<file path="config.mk">
export PLATFORM = sky130hd
export DESIGN_NAME = tcw_controller
export DESIGN_NICKNAME = d
export VERILOG_FILES = /design/src/hw/rtl/tcw_pkg.sv /design/src/hw/rtl/tcw_controller.sv
export VERILOG_INCLUDE_DIRS = /design/src /design/src/hw/rtl
export SDC_FILE = /design/constraint.sdc
export NUM_CORES = 1
export LEC_CHECK = 0
export ABC_AREA = 1
export BUFFER_PORTS_ARGS = -buffer_cell sky130_fd_sc_hd__buf_2
export CORE_MARGIN = 2
export CORE_UTILIZATION = 53
export DETAILED_ROUTE_END_ITERATION = 16
export PLACE_DENSITY = 0.83
export SLEW_MARGIN = 10
export SYNTH_ARGS = -nofsm -noshare
export SYNTH_HDL_FRONTEND = slang
export SYNTH_SLANG_ARGS = --single-unit
</file>
<file path="constraint.sdc">
create_clock -name clk_i -period 3.8 [get_ports clk_i]
set_input_delay 0.76 -clock clk_i [delete_from_list [all_inputs] [get_ports clk_i]]
set_output_delay 0.76 -clock clk_i [all_outputs]
set_load 0.02 [all_outputs]
</file>
<file path="src/hw/rtl/text_console_writer_top_macros.svh">
// ----------------------------------------------------------------------------
// Text console writer assertion macros
// Shared assertion forms for the text console writer blocks.
// ----------------------------------------------------------------------------
`ifndef TEXT_CONSOLE_WRITER_TOP_MACROS_SVH
`define TEXT_CONSOLE_WRITER_TOP_MACROS_SVH

// Check a consequent in the same cycle as its antecedent.
`define TCW_ASSERT_NOW(lbl, ante, cons, msg) \
  lbl: assert property (@(posedge clk_i) disable iff (!rst_ni) (ante) |-> (cons)) \
    else $error(msg);

// Check a consequent in the cycle after its antecedent.
`define TCW_ASSERT_NEXT(lbl, ante, cons, msg) \
  lbl: assert property (@(posedge clk_i) disable iff (!rst_ni) (ante) |=> (cons)) \
    else $error(msg);

`endif

</file>
<file path="src/hw/rtl/tcw_pkg.sv">
// ----------------------------------------------------------------------------
// Text console writer package
// Field widths, character codes, register indexes and the command and
// status bundles between controller and datapath.
// ----------------------------------------------------------------------------
package tcw_pkg;

  localparam int CMD_W      = 1;
  localparam int CHAR_W     = 8;
  localparam int RROW_W     = 6;
  localparam int RCOL_W     = 7;
  localparam int OROW_W     = 6;
  localparam int OCOL_W     = 8;
  localparam int NCOL_W     = 8;
  localparam int NROW_W     = 7;
  localparam int CROW_W     = 7;
  localparam int CFG_IDX_W  = 1;
  localparam int CFG_DATA_W = 8;

  localparam logic [CMD_W-1:0] CMD_WRITE = 1'b0;
  localparam logic [CMD_W-1:0] CMD_READ  = 1'b1;

  localparam logic [CHAR_W-1:0] CHAR_LF    = 8'd10;
  localparam logic [CHAR_W-1:0] CHAR_CR    = 8'd13;
  localparam logic [CHAR_W-1:0] CHAR_SPACE = 8'h20;
  localparam logic [CHAR_W-1:0] CHAR_NONE  = 8'h00;

  localparam logic [NCOL_W-1:0] NUM_COLUMNS_RST = 8'd80;
  localparam logic [NROW_W-1:0] NUM_ROWS_RST    = 7'd25;

  localparam logic [CFG_IDX_W-1:0] REG_NUM_COLUMNS = 1'b0;
  localparam logic [CFG_IDX_W-1:0] REG_NUM_ROWS    = 1'b1;

  typedef enum logic [6:0] {
    ST_CLEAR = 7'b0000001,
    ST_IDLE  = 7'b0000010,
    ST_EXEC  = 7'b0000100,
    ST_PUT   = 7'b0001000,
    ST_COPY  = 7'b0010000,
    ST_FILL  = 7'b0100000,
    ST_DONE  = 7'b1000000
  } tcw_state_e;

  typedef enum logic [2:0] {
    WR_NONE,
    WR_CHAR,
    WR_COPY,
    WR_FILL,
    WR_CLEAR
  } wr_sel_e;

  typedef enum logic [1:0] {
    CUR_HOLD,
    CUR_CR,
    CUR_DOWN,
    CUR_ADV
  } cur_op_e;

  typedef enum logic [1:0] {
    SCAN_HOLD,
    SCAN_START,
    SCAN_NEXT
  } scan_op_e;

  typedef struct packed {
    logic     item_load;
    logic     rd_req;
    logic     rd_scan;
    wr_sel_e  wr_sel;
    cur_op_e  cur_op;
    scan_op_e scan_op;
    logic     out_load;
  } tcw_cmd_t;

  typedef struct packed {
    logic is_read;
    logic is_lf;
    logic is_cr;
    logic need_wrap;
    logic at_bottom;
    logic rows_one;
    logic scan_col_last;
    logic scan_row_last;
    logic clr_last;
  } tcw_sts_t;

endpackage

</file>
<file path="src/hw/rtl/tcw_controller.sv">
// ----------------------------------------------------------------------------
// Text console writer controller
// One-hot sequencer for clearing, request decode, scrolling and result
// handoff.
// ----------------------------------------------------------------------------
`include "text_console_writer_top_macros.svh"

module tcw_controller import tcw_pkg::*; (
  input  logic     clk_i,
  input  logic     rst_ni,
  input  logic     req_valid_i,
  output logic     req_ready_o,
  output logic     rsp_valid_o,
  input  logic     rsp_ready_i,
  input  tcw_sts_t sts_i,
  output tcw_cmd_t cmd_o
);

  tcw_state_e state_q, state_d;
  logic       put_after_q, put_after_d;
  logic       rsp_valid_q, rsp_valid_d;
  logic       slot_free;
  logic       accept;

  assign slot_free   = !rsp_valid_q || rsp_ready_i;
  assign req_ready_o = (state_q == ST_IDLE);
  assign accept      = req_valid_i && req_ready_o;
  assign rsp_valid_o = rsp_valid_q;

  always_comb begin
    state_d       = state_q;
    put_after_d   = put_after_q;
    cmd_o         = '0;
    cmd_o.wr_sel  = WR_NONE;
    cmd_o.cur_op  = CUR_HOLD;
    cmd_o.scan_op = SCAN_HOLD;
    case (state_q)
      ST_CLEAR: begin
        cmd_o.wr_sel = WR_CLEAR;
        if (sts_i.clr_last) state_d = ST_IDLE;
      end
      ST_IDLE: begin
        cmd_o.rd_req = 1'b1;
        if (accept) begin
          cmd_o.item_load = 1'b1;
          state_d         = ST_EXEC;
        end
      end
      ST_EXEC: begin
        state_d = ST_DONE;
        if (sts_i.is_read) begin
          state_d = ST_DONE;
        end else if (sts_i.is_cr) begin
          cmd_o.cur_op = CUR_CR;
        end else if (sts_i.is_lf || sts_i.need_wrap) begin
          if (sts_i.at_bottom) begin
            cmd_o.cur_op  = CUR_CR;
            cmd_o.scan_op = SCAN_START;
            put_after_d   = !sts_i.is_lf;
            state_d       = sts_i.rows_one ? ST_FILL : ST_COPY;
          end else begin
            cmd_o.cur_op = CUR_DOWN;
            if (!sts_i.is_lf) state_d = ST_PUT;
          end
        end else begin
          cmd_o.wr_sel = WR_CHAR;
          cmd_o.cur_op = CUR_ADV;
        end
        if (state_d == ST_DONE && slot_free) begin
          cmd_o.out_load = 1'b1;
          state_d        = ST_IDLE;
        end
      end
      ST_PUT: begin
        cmd_o.wr_sel = WR_CHAR;
        cmd_o.cur_op = CUR_ADV;
        if (slot_free) begin
          cmd_o.out_load = 1'b1;
          state_d        = ST_IDLE;
        end else begin
          state_d = ST_DONE;
        end
      end
      ST_COPY: begin
        cmd_o.rd_scan = 1'b1;
        cmd_o.wr_sel  = WR_COPY;
        cmd_o.scan_op = SCAN_NEXT;
        if (sts_i.scan_col_last && sts_i.scan_row_last) state_d = ST_FILL;
      end
      ST_FILL: begin
        cmd_o.wr_sel  = WR_FILL;
        cmd_o.scan_op = SCAN_NEXT;
        if (sts_i.scan_col_last) state_d = put_after_q ? ST_PUT : ST_DONE;
      end
      ST_DONE: begin
        if (slot_free) begin
          cmd_o.out_load = 1'b1;
          state_d        = ST_IDLE;
        end
      end
      default: begin
        state_d = ST_IDLE;
      end
    endcase
  end

  always_comb begin
    rsp_valid_d = rsp_valid_q;
    if (cmd_o.out_load) begin
      rsp_valid_d = 1'b1;
    end else if (rsp_ready_i) begin
      rsp_valid_d = 1'b0;
    end
  end

  always_ff @(posedge clk_i or negedge rst_ni) begin
    if (!rst_ni) begin
      state_q     <= ST_CLEAR;
      put_after_q <= 1'b0;
      rsp_valid_q <= 1'b0;
    end else begin
      state_q     <= state_d;
      put_after_q <= put_after_d;
      rsp_valid_q <= rsp_valid_d;
    end
  end

  `TCW_ASSERT_NOW(a_load_into_free_slot, cmd_o.out_load, !rsp_valid_q || rsp_ready_i, "result overwritten")
  `TCW_ASSERT_NEXT(a_accept_to_exec, accept, state_q == ST_EXEC, "accepted request not decoded")
  `TCW_ASSERT_NOW(a_scroll_at_bottom, state_q == ST_EXEC && cmd_o.scan_op == SCAN_START, sts_i.at_bottom, "scroll off bottom row")
  `TCW_ASSERT_NEXT(a_fill_exit, state_q == ST_FILL, state_q == ST_FILL || state_q == ST_PUT || state_q == ST_DONE, "bad fill exit")
  `TCW_ASSERT_NEXT(a_load_sets_valid, cmd_o.out_load, rsp_valid_q, "loaded result not presented")

endmodule

</file>
; ---- After elaboration in Yosys (flattened, before gate mapping)
; Cells that the tools add are included.
[op_classes]
div = 0
addsub = 0
n_bitwise = 2
mul = 0
n_reduce_logical = 12
eq_ne = 13
magnitude_cmp = 0
muxes = 36
shifts = 0
[op_table]
columns = operator, count
row1 = 2-to-1 mux 7 bit, 15
row2 = one-hot mux 7 bit (7 select lines), 1
row3 = one-hot mux 3 bit (5 select lines), 1
row4 = == test 7 bit (second input constant), 2
row5 = 2-to-1 mux 2 bit, 6
row6 = AND reduction 5 bit, 2
row7 = 2-to-1 mux 1 bit, 8
row8 = inequality test 2 bit (second input constant), 4
row9 = one-hot mux 2 bit (2 select lines), 2
row10 = == test 7 x 1 -> 1 bit (second input constant), 1
row11 = == test 7 x 2 -> 1 bit (second input constant), 1
row12 = == test 7 x 3 -> 1 bit (second input constant), 1
row13 = == test 7 x 4 -> 1 bit (second input constant), 1
row14 = == test 7 x 5 -> 1 bit (second input constant), 1
row15 = == test 7 x 6 -> 1 bit (second input constant), 1
row16 = 2-to-1 mux 6 bit, 1
row17 = OR reduction 2 bit, 2
row18 = logical AND 1 bit, 3
row19 = 2-to-1 mux 3 bit, 1
row20 = logical NOT 1 bit, 2
row21 = logical OR 1 bit, 2
row22 = inequality test 2 x 1 -> 1 bit (second input constant), 1
row23 = inverter 1 bit, 2
row24 = one-hot mux 1 bit (2 select lines), 1
row25 = nonzero test 2 bit, 1
[totals]
regBits = 9
mem_count = 0
word_cells = 66
mem_bits_ro = 0
ramBits = 0
out_inout_bits = 13
input_bits = 13
latchBits = 0

; ---- Longest topological paths before layout
; Gate-level depths: netlist of the first run.
[logic_depth]
ltp_word = 11
mapped_depth = 10
depth_no_buf = 10

; ---- Worst setup path before layout of the first run
; OpenSTA, ideal clock, no wires.
[synth_timing]
path_kind = input to output
from = input port sts_i[7] (netlist bit)
to = output port cmd_o[5] (netlist bit)
cell_stages = 2
arrival_time_ps = 1532
path_buffers = 0
slack_ps = 1508
t_required_ps = 3040
path_cell_list = or2_1 -> o21ai_0
[synth_rtl]
columns = element, line_no
row1 = "start, declared", tcw_controller.sv:15  ; input tcw_sts_t sts_i,
row2 = "end, declared", tcw_controller.sv:16  ; output tcw_cmd_t cmd_o

==> key figures, run 1 <==
Outcome
  – Status: complete, no violations

Synthesis
  – Top cells by area in the synthesized netlist: dfrtp_1 (25%), nand2_1 (15%), nor2_1 (9.8%)
  – Post-synth cell types: 21
  – Synth Area per Inst: ~6.4 um^2
  – Yosys synthesis warning count: 0
  – Biggest area consumer among synthesized cells: dfrtp_1
  – Top cell type's share of synthesized area: 0.250
  – Mapped Nets: 139
  – Post-Syn Instances: 126
  – Seq/Total Area, Yosys: 0.282
  – Post-Syn Area: 802 um^2
  – Post-synthesis register bit count: 9

Global route
  – GRT met1 Usage: 0.241
  – Initial antenna violation count: 0
  – Total GRT Usage: 0.218
  – First-pass GRT wire length: 2.90 mm
  – Number of global-route vias before repair: 722
  – M2 GR Usage: 0.391
  – Met3 Use GR: 0.0383
  – Most Crowded Layer GR: met2
  – Pin count of the biggest net entering global routing: 10
  – Grt total ovfl: 0

STA
  – F_max: around 400 MHz
  – Final setup margin: 1310 ps
  – RSZ-0062 raised after global routing: false
  – Worst slew margin: 0.771
  – Final Hold Viols: 0
  – Hold slack final: 324 ps
  – Setup violations, final: 0
  – Final min period: 2490 ps
  – Clock Skew: 2.98 ps
  – Tightest Pin Transition: between 300 and 400 ps
  – Setup tns final: 0 ps
  – Final period util: 0.655
  – Final slew viol count: 0

Clocking
  – Clock Latency Late Sink: between 200 and 300 ps
  – Postcts setup bufs: 0
  – CTS Buf Count: 3
  – Clock sink count: 9
  – PostCTS Resize Cnt: 0
  – Hold-fix buffers at CTS: 0
  – CTS Root Cell: clkbuf_4
  – CTS Buffer Depth: 2
  – CTS tree: yes
  – H-tree Lvls: 1
  – Reg clk slew, reported paths: about 60 ps

Setup path
  – Slowest CP cell: or2_1
  – Req. time, crit path: a little over 3000 ps
  – Crit-path cells: buf_2 > or2_1 > nand3_1 > nand2_1 > nor2_1 > nor2_1 > o21ai_0 > buf_2
  – Flop2flop setup slack: 2280 ps
  – Cell class contributing the biggest share of worst-path delay: simple AND/OR/NAND/NOR gates
  – Crit path max fanout: 5
  – CP peak stage delay: around 280 ps
  – Critical Path AT: 1730 ps
  – CP startpoint kind: input pin
  – Crit Path Class: input pin to output pin
  – CP bufs+invs: 2
  – Worst setup EP type: output pin

Layout
  – Nets: ~170
  – Design area: 958 um^2
  – Post-route insts no fill: between 150 and 200
  – Commonest cells after routing, fill and taps aside: nand2_1 (32), buf_2 (25), nor2_1 (21), inv_1 (18), dfrtp_1 (8)
  – Share of cells above drive strength 1: 0.366
  – Most common cell after layout, fill and taps aside: nand2_1
  – Antenna cells: 0
  – Fillers: roughly 140
  – Layout area overhead: 19.5%
  – Multi-input logic area: 467 um^2
  – Fin util: 0.659
  – FF+latch area: 226 um^2

Die
  – Row count: 14
  – I/O pin count: 26
  – Die width: 42.9 um
  – Die height: 42.9 um
  – Core area: 1450 um^2
  – Die area: ~1800 um^2
  – Initial Util: 0.552

Power and ir drop
  – Static Leakage: approximately 0.58 nW
  – Power Dens Cells: 467 nW/um^2
  – Maximum vdd drop: about 0.32 mV
  – Total power: approximately 0.45 mW

Min path
  – Hold Path Class: input pin to asynchronous set/reset pin

Placement
  – Cell count after placement: 165
  – Port-buffer cells: 25
  – Dpl cell area: ~930 um^2
  – Placer Congestion: 0.857
  – Hpwl dp: 1.48 mm
  – DP Worst Slack: 1300 ps

Detailed routing
  – First-pass detailed-route iteration total: 4
  – Detailed Route WL: 1.84 mm
  – DRC violations left: 0
  – Total number of vias: between 800 and 900
  – Iter 0 DRT Violations: 22
  – Drt wl/cell: between 10 and 15 um
  – Final ANT Viol Nets: 0
  – Via density: 5.11

Job
  – Max-cap violation count: 0
==> area by class of cell <==
class                      count  area share
multi-input combinational     90       0.487
sequential                     9       0.236
timing repair buffer          25       0.131
inverter                      25      0.0979
clock buffer                   4      0.0274
tap                           16      0.0209
==> sequential cells by signal, summed over array words and instances, names as in the netlist <==
name and flops:
state_q 7, put_after_q 1, rsp_valid_o 1
==> per-layer routing <==
layer,share of wire,up-vias
met3,0.040,9
met1,0.40,393
met2,0.53,27
li1,-,435
met4,0.032,0
met5,0,-
==> report_power, final <==
group / switching (mW) / total [mW] / internal, mW
registers: 0.0144 / 0.128 / 0.114
clock network: 0.0386 / 0.0794 / 0.0408
logic: 0.164 / 0.240 / 0.0756
total: 0.217 / 0.447 / 0.230
==> worst reg2reg max path, delay by kind of cell, from the launching register on <==
kind,cells,cell delay [ps]
buffers and inverters,2,120
flip-flops,1,390
AND/OR/NAND/NOR,8,910
==> path summary, 6_finish.rpt <==
check	from	endpoint	cells after the start
max in group asynchronous	rst_ni	state_q[0]$_DFFE_PN1P_	1
max	sts_i[7]	cmd_o[0]	8
min	rst_ni	put_after_q$_DFFE_PN0P_	1
max reg2reg	state_q[2]$_DFFE_PN0P_	state_q[1]$_DFFE_PN0P_	10
min in group clk_i	put_after_q$_DFFE_PN0P_	put_after_q$_DFFE_PN0P_	2
min reg2reg	put_after_q$_DFFE_PN0P_	put_after_q$_DFFE_PN0P_	2
==> cell families after synthesis <==
| logic type | share of synthesized area |
|---|---|
| flip-flops | 0.282 |
| AO/OA/AOI/OAI | 0.0702 |
| AND/OR/NAND/NOR | 0.512 |
| buffers and inverters | 0.136 |
==> cells in the mapped netlist, drive strengths merged <==
| master | n |
|---|---|
| nand3b | 2 |
| o211ai | 1 |
| nor2 | 31 |
| or2 | 2 |
| a21oi | 2 |
| buf | 2 |
| dfstp | 1 |
| nand3 | 11 |
| nand2 | 34 |
| o21ai | 7 |
| dfrtp | 8 |
| inv | 25 |
No activity file was read; power rests on OpenSTA's default activity.
==> run 2: changes to the inputs <==
--- a/config.mk
+++ b/config.mk
@@ -9,9 +9,9 @@
 export ABC_AREA = 1
 export BUFFER_PORTS_ARGS = -buffer_cell sky130_fd_sc_hd__buf_2
 export CORE_MARGIN = 2
-export CORE_UTILIZATION = 53
+export CORE_UTILIZATION = 44
 export DETAILED_ROUTE_END_ITERATION = 16
-export PLACE_DENSITY = 0.83
+export PLACE_DENSITY = 0.74
 export SLEW_MARGIN = 10
 export SYNTH_ARGS = -nofsm -noshare
 export SYNTH_HDL_FRONTEND = slang
==> constraint.sdc (replaced) <==
create_clock -name clk_i -period 2.15 [get_ports clk_i]
set_input_delay 0.43 -clock clk_i [delete_from_list [all_inputs] [get_ports clk_i]]
set_output_delay 0.43 -clock clk_i [all_outputs]
set_load 0.02 [all_outputs]
==> key figures, run 2 (synthesis results as in run 1) <==
Outcome
  – Status: complete, no violations

Setup path
  – CP bufs+invs: 2 (unchanged)
  – Cell class contributing the biggest share of worst-path delay: simple AND/OR/NAND/NOR gates
  – CP startpoint kind: flop
  – Worst setup EP type: output pin
  – Slowest CP cell: dfrtp_1
  – Crit path max fanout: 6 (+1)
  – Crit-path cells: inv_2 > nand3_2 > nor2_4 > nand2_1 > a21oi_1 > or2_2 > buf_2
  – Critical Path AT: 1600 ps (-130 ps)
  – CP peak stage delay: 430 ps (+150 ps)
  – Req. time, crit path: 1720 ps (-1320 ps)
  – Crit Path Class: flop to output pin

Detailed routing
  – Via density: 4.69 (-8.4%)
  – Total number of vias: 834 (-3.5%)
  – DRC violations left: 0 (unchanged)
  – Drt wl/cell: 10.1 um (-7.1%)
  – First-pass detailed-route iteration total: 4 (unchanged)
  – Detailed Route WL: 1.80 mm (-2.1%)
  – Final ANT Viol Nets: 0 (unchanged)
  – Iter 0 DRT Violations: 11 (-50%)

Die
  – Initial Util: 0.464 (-0.0871)
  – I/O pin count: 26 (unchanged)
  – Row count: 15 (+1)
  – Core area: 1730 um^2 (+19%)
  – Die height: 46.7 um (+8.8%)
  – Die width: 46.7 um (+8.8%)
  – Die area: 2180 um^2 (+18%)

Power and ir drop
  – Static Leakage: 0.583 nW (unchanged)
  – Maximum vdd drop: 0.367 mV (+13%)
  – Power Dens Cells: 806 nW/um^2 (+73%)

Layout
  – Layout area overhead: 20.9%
  – Commonest cells after routing, fill and taps aside: nand2_1 (32), buf_2 (25), nor2_1 (21), inv_1 (18), dfrtp_1 (8)
  – Share of cells above drive strength 1: 0.366 (unchanged)
  – Design area: 970 um^2 (+1.2%)
  – Fillers: 187 (+39%)
  – FF+latch area: 226 um^2 (unchanged)
  – Top reg by flops: state_q
  – Largest register FFs: 7 (unchanged)
  – Post-route insts no fill: 178 (+5.3%)
  – Antenna cells: 0 (unchanged)
  – Nets: 167 (unchanged)
  – Most common cell after layout, fill and taps aside: nand2_1
  – Multi-input logic area: 467 um^2 (unchanged)

STA
  – Tightest Pin Transition: 301 ps (-42.0 ps)
  – F_max: 492 MHz
  – Hold slack final: 2.48 ps (-322 ps)
  – RSZ-0062 raised after global routing: false
  – Setup tns final: 0 ps (unchanged)
  – Final min period: 2030 ps
  – Final Hold Viols: 0 (unchanged)
  – Worst slew margin: 0.799 (+0.0281)
  – Final slew viol count: 0 (unchanged)
  – Setup violations, final: 0 (unchanged)
  – Final period util: 0.946
  – Clock Skew: 5.01 ps (+2.03 ps)

Clocking
  – CTS Buf Count: 3 (unchanged)
  – Hold-fix buffers at CTS: 0 (unchanged)
  – Postcts setup bufs: 0 (unchanged)
  – Clock sink count: 9 (unchanged)
  – CTS tree: yes
  – Clock Latency Late Sink: 270 ps (about the same)
  – CTS Root Cell: clkbuf_4
  – H-tree Lvls: 1 (unchanged)
  – CTS Buffer Depth: 2 (unchanged)
  – PostCTS Resize Cnt: 0 (unchanged)
  – Reg clk slew, reported paths: 70 ps (about the same)

Min path
  – Hold Path Class: input pin to asynchronous set/reset pin

Global route
  – Number of global-route vias before repair: 725 (+0.42%)
  – First-pass GRT wire length: 2.90 mm (+0.21%)
  – Grt total ovfl: 0 (unchanged)
  – Pin count of the biggest net entering global routing: 10 (unchanged)
  – Initial antenna violation count: 0 (unchanged)
  – Total GRT Usage: 0.185 (-0.0326)

Placement
  – Placer Congestion: 0.813 (-5.2%)
  – Cell count after placement: 174 (+5.5%)
  – Hpwl dp: 1.57 mm (+6.3%)
  – Port-buffer cells: 25 (unchanged)
  – Dpl cell area: 943 um^2 (+1.2%)

Job
  – Max-cap violation count: 0 (unchanged)
-- run 2: final timing paths --
kind | from | endpoint | slack, ps | depth (start not counted)
worst max-delay path | state_q[6]$_DFFE_PN0P_ | cmd_o[4] | 120 | 7
worst min-delay path | rst_ni | put_after_q$_DFFE_PN0P_ | 2 | 1
worst max register to register | state_q[3]$_DFFE_PN0P_ | state_q[6]$_DFFE_PN0P_ | 730 | 10
worst min register to register | put_after_q$_DFFE_PN0P_ | put_after_q$_DFFE_PN0P_ | 530 | 2
max in group asynchronous | rst_ni | state_q[0]$_DFFE_PN1P_ | 1890 | 1
min in group clk_i | sts_i[3] | state_q[4]$_DFFE_PN0P_ | 360 | 2
-- run 2: area by class of cell --
class,count,area share
Inverter,25,0.0968
Clock buffer,4,0.0271
Sequential cell,9,0.234
Tap cell,25,0.0323
Timing Repair Buffer,25,0.129
Multi-Input combinational cell,90,0.481
-- run 2: metrics by stage --
stage	power [mW]	worst slack, ps	utilization
2_1_floorplan	0.559	395	-
3_3_place_gp	0.641	374	0.546
3_5_place_dp	0.649	335	0.546
4_1_cts	0.783	114	0.562
5_1_grt	0.847	29.9	0.562
6_report	0.782	117	0.562
-- run 2: where the power goes --
group | internal, mW | leakage (nW) | switching, mW
registers | 0.201 | 0.117 | 0.0280
clock network | 0.0717 | 0.0150 | 0.0670
logic | 0.133 | 0.451 | 0.281
total | 0.406 | 0.583 | 0.376
-- run 2: routing by layer --
layer | wire length, um | track usage
met5 | 0 | 0
met3 | 45 | 0.0118
met4 | 27 | 0.0667
met1 | 760 | 0.214
met2 | 966 | 0.353
==> run 3: changes to the inputs <==
--- a/config.mk
+++ b/config.mk
@@ -9,9 +9,10 @@
 export ABC_AREA = 1
 export BUFFER_PORTS_ARGS = -buffer_cell sky130_fd_sc_hd__buf_2
 export CORE_MARGIN = 2
-export CORE_UTILIZATION = 44
+export CORE_UTILIZATION = 47
+export CTS_BUF_LIST = sky130_fd_sc_hd__clkbuf_4
 export DETAILED_ROUTE_END_ITERATION = 16
-export PLACE_DENSITY = 0.74
+export PLACE_DENSITY = 0.78
 export SLEW_MARGIN = 10
 export SYNTH_ARGS = -nofsm -noshare
 export SYNTH_HDL_FRONTEND = slang
==> key figures, run 3 (synthesis results as in run 1) <==
Placement
  – Hpwl dp: 1.54 mm (-2.0%)
  – Port-buffer cells: 25 (unchanged)
  – Cell count after placement: 165 (-5.2%)
  – Dpl cell area: 932 um^2 (-1.2%)
  – Placer Congestion: 0.866 (+6.5%)

Clocking
  – CTS Buf Count: 3 (unchanged)
  – Clock Latency Late Sink: 270 ps (about the same)
  – Clock sink count: 9 (unchanged)
  – CTS Root Cell: clkbuf_4
  – H-tree Lvls: 1 (unchanged)
  – CTS tree: yes
  – CTS Buffer Depth: 2 (unchanged)
  – Hold-fix buffers at CTS: 0 (unchanged)
  – Reg clk slew, reported paths: 70 ps (about the same)

Layout
  – Design area: 977 um^2 (+0.77%)
  – Post-route insts no fill: 170 (-4.5%)
  – Top reg by flops: state_q
  – Nets: 168 (+0.60%)
  – Layout area overhead: 21.8%
  – Share of cells above drive strength 1: 0.383 (+0.0171)
  – Most common cell after layout, fill and taps aside: nand2_1
  – Multi-input logic area: 474 um^2 (+1.6%)
  – Commonest cells after routing, fill and taps aside: nand2_1 (32), buf_2 (25), nor2_1 (20), inv_1 (18), dfrtp_1 (8)
  – Largest register FFs: 7 (unchanged)
  – Fillers: 152 (-19%)
  – FF+latch area: 226 um^2 (unchanged)
  – Antenna cells: 0 (unchanged)

Detailed routing
  – Via density: 4.84 (+3.2%)
  – Detailed Route WL: 1.78 mm (-1.3%)
  – First-pass detailed-route iteration total: 4 (unchanged)
  – Total number of vias: 822 (-1.4%)
  – Iter 0 DRT Violations: 18 (+7)
  – Drt wl/cell: 10.4 um (+3.4%)
  – Final ANT Viol Nets: 0 (unchanged)
  – DRC violations left: 0 (unchanged)

STA
  – Setup tns final: 0 ps (unchanged)
  – Final period util: 0.942 (-0.00398)
  – Hold slack final: 2.14 ps (-0.342 ps)
  – Final slew viol count: 0 (unchanged)
  – Worst slew margin: 0.827 (+0.0286)
  – Tightest Pin Transition: 258 ps (-42.7 ps)
  – Final Hold Viols: 0 (unchanged)
  – Clock Skew: 3.04 ps (-1.97 ps)
  – Final min period: 2020 ps (-8.55 ps)
  – Setup violations, final: 0 (unchanged)
  – F_max: 494 MHz (+0.42%)
  – RSZ-0062 raised after global routing: false

Job
  – Max-cap violation count: 0 (unchanged)

Global route
  – Total GRT Usage: 0.218 (+0.0323)
  – First-pass GRT wire length: 3.11 mm (+7.1%)
  – Number of global-route vias before repair: 774 (+6.8%)
  – Initial antenna violation count: 0 (unchanged)
  – Grt total ovfl: 0 (unchanged)
  – Pin count of the biggest net entering global routing: 10 (unchanged)

Setup path
  – Critical Path AT: 1590 ps (about the same)
  – Worst setup EP type: output pin
  – Slowest CP cell: dfrtp_1
  – Crit Path Class: flop to output pin
  – CP peak stage delay: 420 ps (about the same)
  – Req. time, crit path: 1720 ps (about the same)
  – Flop2flop setup slack: 740 ps (about the same)
  – CP bufs+invs: 2 (unchanged)
  – Cell mode on critical path: nor2_4
  – Crit path max fanout: 6 (unchanged)
  – Cell class contributing the biggest share of worst-path delay: simple AND/OR/NAND/NOR gates
  – Crit-path cells: nor2_4 > nand2_1 > nor2_4 > inv_2 > nor2_1 > nor2_2 > o21ai_0 > buf_2
  – CP startpoint kind: flop

Power and ir drop
  – Combinational share of power: 0.530 (about the same)
  – Seq pwr share: 0.283 (-0.010)
  – Static Leakage: 0.593 nW (+1.6%)
  – Internal power: 0.423 mW (+4.2%)
  – Power Dens Cells: 825 nW/um^2 (+2.3%)
  – Net Sw Frac: 0.475 (-0.00569)
  – Maximum vdd drop: 0.543 mV (+48%)
  – Clk network pwr share: 0.188 (+0.011)
  – Psw: 0.383 mW (+1.9%)
  – Total power: 0.806 mW (+3.1%)

Die
  – Die height: 45.3 um (-3.0%)
  – Die width: 45.3 um (-3.0%)
  – I/O pin count: 26 (unchanged)
  – Core area: 1560 um^2 (-9.7%)
  – Die area: 2050 um^2 (-5.8%)
  – Row count: 14 (-1)
  – Initial Util: 0.514 (+0.0500)

Outcome
  – Status: complete, no violations

Min path
  – Hold Path Class: input pin to asynchronous set/reset pin
-- run 3: changes by cell type in the layout (fill, tap and decap cells not counted) --
cell	delta
clkbuf_1	-1
nor2_1	-1
clkbuf_4	+1
buf_4	+1
nor2_4	+1
-- run 3: through the flow --
| stage | setup slack (ps) | utilization |
|---|---|---|
| final | 125 | 0.627 |
| after global routing | 13.0 | 0.627 |
| after CTS | 104 | 0.617 |
| after detailed placement | 322 | 0.598 |
| after global placement | 373 | 0.598 |
| after floorplan | 395 | - |
-- run 3: timing repair --
action | in CTS | in global routing
buffers inserted | 0 | 1
resized for setup | 0 | 2
setup endpoints to repair | 0 | 1
-- run 3: final timing paths --
check | from | to | cells past startpoint
hold / removal | rst_ni | state_q[2]$_DFFE_PN0P_ | 1
min in group clk_i | sts_i[3] | state_q[4]$_DFFE_PN0P_ | 2
setup reg to reg | state_q[0]$_DFFE_PN1P_ | state_q[1]$_DFFE_PN0P_ | 9
hold reg to reg | put_after_q$_DFFE_PN0P_ | put_after_q$_DFFE_PN0P_ | 2
max in group asynchronous | rst_ni | state_q[0]$_DFFE_PN1P_ | 1
setup / recovery | state_q[1]$_DFFE_PN0P_ | cmd_o[0] | 8
-- run 3: worst reg2reg max path: cells and delay by family (launching register included) --
family                 cells  cell delay (ps)
buffers and inverters      1               30
and+or+nand+nor            8              690
DFF                        1              560
-- run 3: metal layers --
layer  routed length [um]  vias to the layer above  global-route usage
li1                     -                      437                   -
met2                  902                       16               0.369
met1                  773                      364               0.266
met4                   41                        0               0.106
met3                   58                        5              0.0360
met5                    0                        -                   0
-- run 3: area by class of cell --
class	instances	share of cell area
clock buffer	4	0.0307
inverter	25	0.0960
multi-input combinational	90	0.485
sequential	9	0.232
tap	16	0.0205
timing repair buffer	26	0.136
-- run 3: power by group through the flow --
| stage | Clock, mW | Sequential [mW] | Combinational [mW] |
|---|---|---|---|
| after floorplan | 0 | 0.237 | 0.322 |
| after detailed placement | 0 | 0.231 | 0.422 |
| after CTS | 0.153 | 0.228 | 0.424 |
| after global placement | 0 | 0.228 | 0.410 |
| after global routing | 0.169 | 0.231 | 0.479 |
| final | 0.151 | 0.228 | 0.427 |
